--- config.mk ---
export PLATFORM = sky130hd
export DESIGN_NAME = scr_ram
export DESIGN_NICKNAME = d
export VERILOG_FILES = /design/src/design/scr_ram.sv
export SDC_FILE = /design/constraint.sdc
export NUM_CORES = 1
export LEC_CHECK = 0
export ABC_AREA = 1
export BUFFER_PORTS_ARGS = -buffer_cell sky130_fd_sc_hd__clkbuf_2
export CAP_MARGIN = 20
export CORE_MARGIN = 5
export CORE_UTILIZATION = 30
export CTS_CLUSTER_DIAMETER = 80
export DETAILED_ROUTE_END_ITERATION = 8
export GPL_ROUTABILITY_DRIVEN = 1
export SLEW_MARGIN = 20
export SYNTH_ARGS = -nofsm -noshare
export SYNTH_HDL_FRONTEND = slang
export SYNTH_SLANG_ARGS = --single-unit
--- constraint.sdc ---
create_clock -name clk_i -period 2.26 [get_ports clk_i]
set_input_delay 0.452 -clock clk_i [delete_from_list [all_inputs] [get_ports clk_i]]
set_output_delay 0.452 -clock clk_i [all_outputs]
set_load 0.01 [all_outputs]
--- src/design/scr_ram.sv ---
// ----------------------------------------------------------------------------
// scr_ram
// Generic single-port-write, single-read RAM with registered read data.
// ----------------------------------------------------------------------------
module scr_ram #(
  parameter int unsigned Width = 8,
  parameter int unsigned Depth = 64
) (
  input  logic                     clk_i,
  input  logic                     we_i,
  input  logic [$clog2(Depth)-1:0] waddr_i,
  input  logic [Width-1:0]         wdata_i,
  input  logic [$clog2(Depth)-1:0] raddr_i,
  output logic [Width-1:0]         rdata_o
);
  logic [Width-1:0] mem_q [Depth];

  always_ff @(posedge clk_i) begin
    if (we_i) begin
      mem_q[waddr_i] <= wdata_i;
    end
    rdata_o <= mem_q[raddr_i];
  end
endmodule

==> results of run 1 <==
==> final timing paths <==
check / startpoint / to / slack (ps) / depth (start not counted)
worst min register to register: mem_q[44][0]$_DFFE_PP_ / rdata_o[0]$_DFF_P_ / 810 / 8
worst max-delay path: rdata_o[6]$_DFF_P_ / rdata_o[6] / 560 / 1
worst min-delay path: wdata_i[7] / mem_q[4][7]$_DFFE_PP_ / 360 / 2
worst max register to register: mem_q[33][1]$_DFFE_PP_ / rdata_o[1]$_DFF_P_ / 760 / 8
==> logic make-up (layout without fill, tap and decap cells) <==
kind of cell	after synthesis	count (layout)
buffers and inverters	125	256
flip-flops	520	520
other	0	2
AND/OR/NAND/NOR	1160	1160
==> layout make-up <==
type | count | area [sq um]
diodes | 2 | 5.00
clock buffers | 74 | 1450
clock inverters | 23 | 250
fillers | 6829 | 45500
inverters | 12 | 52.6
multi-input cells | 1160 | 4950
flip-flops and latches | 520 | 15500
well taps | 940 | 1180
repair buffers | 147 | 1330
==> metrics by stage <==
stage          cells  area [sq um]
4_1_cts         2876         24700
3_3_place_gp    2779         23000
2_1_floorplan   1805         21300
3_5_place_dp    2779         23000
6_report        2878         24700
5_1_grt         2876         24700
==> synth_stat cells (all sizes together) <==
master  count  area [sq um]
buf        98           752
clkbuf     15          56.3
dfxtp       8           160
edfxtp    512         15400
inv        12          50.1
nand2     648          2430
nand3     439          2200
nand4       9          56.3
nor2       56           210
nor4        8          50.1
==> flip-flops by register name, indices dropped and copies added (netlist names) <==
name     flops
mem_q      512
rdata_o      8
==> placed cells by master, fill, tap and decap left out <==
cell,synthesis,routed
buf_12,0,23
nand4_1,9,9
edfxtp_1,512,512
clkbuf_1,15,17
diode_2,0,2
nand2_1,648,648
inv_1,10,9
inv_4,0,1
clkbuf_8,0,4
clkinv_1,0,4
buf_4,14,96
nor2_1,56,56
nor4_1,8,8
dfxtp_1,8,8
clkbuf_16,0,53
clkbuf_2,0,27
bufinv_16,0,5
nand3_1,439,439
inv_2,1,1
clkinv_2,0,10
clkinv_4,0,2
buf_6,35,1
inv_6,1,3
==> power breakdown <==
| part | switching (mW) | internal [mW] |
|---|---|---|
| Combinational | 0.972 | 0.368 |
| Clock | 3.60 | 5.03 |
| Sequential | 0.0349 | 10.7 |
| Total | 4.61 | 16.1 |
==> layer usage <==
layer	GRT usage [%]	vias up	part of all wire, %
met1	21.4	6917	45
met3	3.14	91	9.1
met5	0	-	0.022
li1	-	6519	-
met4	3.47	2	2.4
met2	21.0	573	44
==> qor.yml, run 1 <==
run_status:
  outcome: "finished, final reports clean"
clock_network:
  clkSlewWorstSetupHoldPaths_ps: 60
  cts-hold-fix-buffers: 0
  clock_sink_count: 520
  number_of_resized_instances_in_the_post_cts_repair_step: 0
  clock_tree_from_tritoncts: "done"
  cts_root_buf: "clkbuf_16"
  post-cts-setup-buffers: 0
  cts_htree_levels: 2
  cts_buffer_count: 52
  worst_skew_pair.late_latency_ps: 610
  cts.path.max_buffers: 3
drt:
  final_antenna_net_count: 0
  firstDrtPassIters: 6
  drt-initial-drc-count: 1586
  routed_wire_per_std_cell_microns: 19.4
  route.detailed.vias_per_inst: 4.90
  vias: 14100
  wl_microns: 55700
  detail_route.drc_violations: 0
worst_setup_path:
  critPathRequiredTime_ps: 1810
  critical_path_arrival_ps: 1250
  critical_path.slowest_cell: "dfxtp_1"
  worst_setup_path_end_kind: "output pin"
  critical_path.n_buffers_inverters: 1
  critical_path.top_delay_family: "flip-flops"
  timing.setup.critical_path_class: "reg -> out"
  setup.worst_path.start_class: "flop"
  path_cells: "clkbuf_2"
  worst_path_largest_cell_delay_ps: 450
  crit_fanout: 1
synth:
  synth.net_count: 1827
  postSynthCellCount: 1805
  synth.lib_cells_used.distinct: 16
  synthesis.area_sq_um: 21300
  synth_compound_area_share_pct: 0
  combinational_family_with_the_most_area_after_synthesis: "simple AND/OR/NAND/NOR gates"
  yosys.area_share.simple_pct: 23.2
  yosys_warnings: 0
  post_synth_mux_area_share_pct: 0
  synth.avg_cell_area_sq_um: 11.8
  seq_cells_post_synth: 520
  ys_seq_area_share_pct: 72.8
  post_synth_fa_ha_maj_area_fraction_pct: 0
  synth_xor_area_share_pct: 0
hold_path:
  hold_path_class: "in -> reg"
placed_design:
  io_buffer_count: 29
  finalWeightedCongestion: 0.843
  dpl_worst_slack_ps: 168
  place.detailed.hpwl_microns: 33600
cells_and_area:
  final_nets: 1915
  post-route-util_pct: 35.2
  fraction_of_final_layout_cells_with_drive_strength_greater_than_1_pct: 11.7
  area_growth_syn_to_layout_pct: 15.9
sta:
  fin_worst_hold_slack_ps: 358
  fin_setup_tns_ps: 0
  fin_worst_skew_ps: 22.9
  rsz0062_at_grt: "false"
  setup_viol: 0
  slack_of_the_critical_path_ps: 560
  fmax_mhz: 588
  timing_hold_violations_final: 0
  final.period_utilization_pct: 75.2
  finalCriticalPeriod_ps: 1700
  finalMaxSlewViolations: 0
  worst-slew-pin-transition_ps: 707
  slew_headroom_pct: 52.8
grt:
  grt_overflow_total: 0
  initial_antenna_violation_count: 3
  grt.total_usage_pct: 14.2
  grt_start_max_net_pins: 81
  grt_pass1_vias: 13400
  grt_pass1_wl_microns: 85000
pwr:
  totalPowerFinal_mw: 20.7
  power_density_nw_per_um2: 836
  max_ir_drop_vdd_mv: 0.508
  power_leakage_nw: 8.92
die:
  core.rowCount: 97
  io-pin-count: 30
  floorplan.die_area_sq_um: 76600
  die_width_microns: 277
  design.core.area_sq_um: 70300
  floorplan.initialDensity_pct: 30.4
  dieHeight_microns: 277
job:
  max_cap_violations: 0
No activity file was read; power rests on OpenSTA's default activity.
==> run 2: changes to the inputs <==
Settings changed: ABC_AREA 1 to 0.
Clock period 2.26 ns to 1.7 ns, I/O delays scaled along.
==> run 2 against run 1 <==
Compared with the run above: the run now ends with setup timing left; critical path depth grew 5; clock skew shrank 5.2 ps; register-to-register slack lost 930 ps; non-clock buffer count grew 64; setup slack lost 730 ps; sequential share of layout area grew 0.24 points; combinational power grew 19%.
==> qor.yml, run 2 <==
synth:
  ys_top_cells_by_count: "edfxtp_1, mux4_2, nor2_1"
  async_reset_ff_share_pct: 0  # unchanged
  synth.net_count: 962  # -47%
  yosys_warnings: 0  # unchanged
  synth_top_cell_area_share_pct: 76.2  # +4.2 points
  synth.avg_cell_area_sq_um: 21.5  # +81%
  yosysTopAreaCell: "edfxtp_1"
  dominantRegCellSynth: "edfxtp_1"
  number_of_synthesized_flops_with_an_enable_pin: 512  # unchanged
  synthesis.area_sq_um: 20200  # -5.5%
  synth.lib_cells_used.distinct: 40  # +24
  synth.most_common_cell: "edfxtp_1"
  seq_cells_post_synth: 520  # unchanged
  netlist_top_cells_area: "edfxtp_1, mux4_2, nor2_1"
  postSynthCellCount: 940  # -48%
  ys_seq_area_share_pct: 77.0  # +4.2 points
placed_design:
  io_buffer_count: 29  # unchanged
  dpl_worst_slack_ps: -900  # -1070 ps
  place.detailed.hpwl_microns: 31400  # -6.7%
  place_inst: 1973  # -29%
  finalWeightedCongestion: 0.806  # -4.4%
drt:
  final_antenna_net_count: 0  # unchanged
  detail_route.drc_violations: 0  # unchanged
  routed_wire_per_std_cell_microns: 23.2  # +20%
  firstDrtPassIters: 5  # -1
  vias: 10100  # -29%
  route.detailed.vias_per_inst: 4.87  # -0.63%
  drt-initial-drc-count: 842  # -47%
  wl_microns: 48000  # -14%
worst_setup_path:
  critical_path.slowest_cell: "mux4_2"
  critical_path_arrival_ps: 2340  # +1090 ps
  crit_fanout: 1  # unchanged
  worst_path_largest_cell_delay_ps: 490  # +40 ps
  crit-reg2reg-capture: "rdata_o[4]$_DFF_P_"
  worst_setup_path_end_kind: "flop"
  path_cells: "mux4_2 -> mux2_4 -> o221a_4 -> nor3_2 -> buf_4 -> o32ai_2"
  critPathRequiredTime_ps: 2170  # +360 ps
  r2r-start: "mem_q[21][4]$_DFFE_PP_"
  timing.setup.critical_path_class: "reg -> reg"
  r2r.worst_path.cells: 6  # -2
  setup.reg_to_reg.worst_slack_ps: -170  # -930 ps
  setup.worst_path.start_class: "flop"
pwr:
  p_seq_share_pct: 53.3  # +1.5 points
  max_ir_drop_vdd_mv: 0.790  # +56%
  totalPowerFinal_mw: 26.7  # +29%
  power_leakage_nw: 7.95  # -11%
  net_switching_fraction_of_the_power_pct: 20.9  # -1.4 points
  power_density_nw_per_um2: 1080  # +30%
  internal_power_mw: 21.1  # +32%
  netSwitchingPower_mw: 5.58  # +21%
  pwr-share-comb_pct: 6.0  # -0.5 points
  p_clk_share_pct: 40.7  # -1.0 points
cells_and_area:
  largest_register_ffs: 512  # unchanged
  area_of_the_multi_input_gates_sq_um: 4520  # -8.6%
  top_reg_by_flops: "mem_q"
  filler_free_cell_count_of_the_finished_design: 2069  # -28%
  fraction_of_final_layout_cells_with_drive_strength_greater_than_1_pct: 38.2  # +26 points
  reg.largest.list: "mem_q: 512 flops, rdata_o: 8 flops"
  final_common_cell: "edfxtp_1"
  filler_cell_count: 6066  # -11%
  area.sequential_sq_um: 15500  # unchanged
  layout.cells.most_common_list: "edfxtp_1, buf_4, mux4_2"
  area_growth_syn_to_layout_pct: 22.2
  final_nets: 1176  # -39%
  post-route-util_pct: 36.8  # +1.6 points
hold_path:
  min_from: "wdata_i[5]"
  hold_path_class: "in -> reg"
  worstHoldEndpoint: "mem_q[33][5]$_DFFE_PP_"
  hold-path-cell-count: 2  # unchanged
die:
  core.rowCount: 95  # -2.1%
  die_width_microns: 269  # -2.7%
  design.core.area_sq_um: 66900  # -4.8%
  floorplan.initialDensity_pct: 30.1  # -0.23 points
  io-pin-count: 30  # unchanged
  floorplan.die_area_sq_um: 72500  # -5.3%
  dieHeight_microns: 269  # -2.7%
clock_network:
  cts_root_buf: "clkbuf_16"
  clkSlewWorstSetupHoldPaths_ps: 60  # about the same
  clock_sink_count: 520  # unchanged
  cts-hold-fix-buffers: 0  # unchanged
  worst_skew_pair.late_latency_ps: 590  # -20 ps
  clock_tree_from_tritoncts: "done"
  cts_htree_levels: 2  # unchanged
  cts.path.max_buffers: 3  # unchanged
  post-cts-setup-buffers: 0  # unchanged
  cts_buffer_count: 52  # unchanged
sta:
  rsz0062_at_grt: "true"
  slew_headroom_pct: 48.8  # -4.0 points
  timing_hold_violations_final: 0  # unchanged
  finalMaxSlewViolations: 0  # unchanged
  fin_worst_skew_ps: 17.8  # -5.18 ps
  setup_viol: 8  # +8
  finalCriticalPeriod_ps: 1870
  slack_of_the_critical_path_ps: -173  # -733 ps
  worst-slew-pin-transition_ps: 768  # +61.2 ps
  final.period_utilization_pct: 110
  fmax_mhz: 534
run_status:
  failing_checks: "setup timing"
  outcome: "finished with violations"
grt:
  grt_pass1_vias: 10600  # -21%
  grt_overflow_total: 0  # unchanged
  initial_antenna_violation_count: 1  # -2
  grt.total_usage_pct: 13.1  # -1.1 points
  grt_pass1_wl_microns: 71400  # -16%
  grt_start_max_net_pins: 65  # -20%
job:
  max_cap_violations: 0  # unchanged
[run 2: cell count changes after synthesis, moves of 10 or more]
cell	change
nand2_1	-629
mux2i_1	+23
inv_1	-10
mux4_2	+126
nor2_1	+27
buf_2	-26
buf_6	-31
mux2_2	+13
nand3_1	-426
nor2b_1	+14
[run 2: metal layers]
metal,GRT usage [%],share of wire (%),vias to the layer above
met3,2.47,5.8,77
met1,17.9,43,5325
met5,0,0,-
li1,-,-,4365
met2,21.6,49,307
met4,3.98,2.5,0
[run 2: through the flow]
stage               cell area [sq um]  hold slack, ps  setup TNS [ps]
floorplan                       20300             439          -18010
global placement                22900             815           -7780
detailed placement              22900             820           -8270
CTS                             24600             204            -763
global route                    24600             248           -1170
finish                          24600             257            -692
[run 2: logic make-up (layout without fill, tap and decap cells)]
| kind of cell | after synthesis | after routing | share of synthesized area [%] |
|---|---|---|---|
| buffers and inverters | 51 | 306 | 1.57 |
| AO/OA/AOI/OAI | 54 | 54 | 2.07 |
| AND/OR/NAND/NOR | 153 | 153 | 3.39 |
| other | 0 | 1 | 0 |
| flip-flops | 520 | 520 | 77.0 |
| multiplexers | 162 | 162 | 15.9 |
[run 2: timing repair]
| item | 4_1_cts | 5_1_grt |
|---|---|---|
| pin swaps | 7 | 1 |
| endpoints found under the setup margin | 8 | 8 |
| gates resized for setup | 21 | 4 |
[run 2: worst max-delay path, delay by kind of cell (launching register included)]
family                 cells  cell delay, ps
DFF                        1             360
buffers and inverters      1             140
and+or+nand+nor            1             110
muxes                      2             800
AOI/OAI and AO/OA          2             340
[run 2: power groups by stage]
stage | clock, mW | sequential [mW] | combinational (mW)
2_1_floorplan | 0 | 14.5 | 0.782
5_1_grt | 11.7 | 14.2 | 1.71
3_3_place_gp | 0 | 14.5 | 1.55
3_5_place_dp | 0 | 14.5 | 1.57
6_report | 10.9 | 14.2 | 1.60
4_1_cts | 11.1 | 14.2 | 1.61
[run 2: layout make-up]
| type | instances | share of cell area, % |
|---|---|---|
| clock buffers | 66 | 5.66 |
| flip-flops and latches | 520 | 63.0 |
| clock inverters | 29 | 0.888 |
| repair buffers | 211 | 7.63 |
| multi-input cells | 369 | 18.3 |
| diodes | 1 | 0.0102 |
| well taps | 873 | 4.43 |
[run 2: how the worst max path moves through the flow]
stage	start	to	slack, ps	cells past startpoint
4_1_cts	mem_q[21][4]$_DFFE_PP_	rdata_o[4]$_DFF_P_	-170	6
6_report	mem_q[21][4]$_DFFE_PP_	rdata_o[4]$_DFF_P_	-170	6
3_5_place_dp	raddr_i[1]	rdata_o[4]$_DFF_P_	-900	9
3_3_place_gp	raddr_i[1]	rdata_o[4]$_DFF_P_	-880	9
5_1_grt	mem_q[17][4]$_DFFE_PP_	rdata_o[4]$_DFF_P_	-210	6
2_1_floorplan	raddr_i[0]	rdata_o[7]$_DFF_P_	-190	7
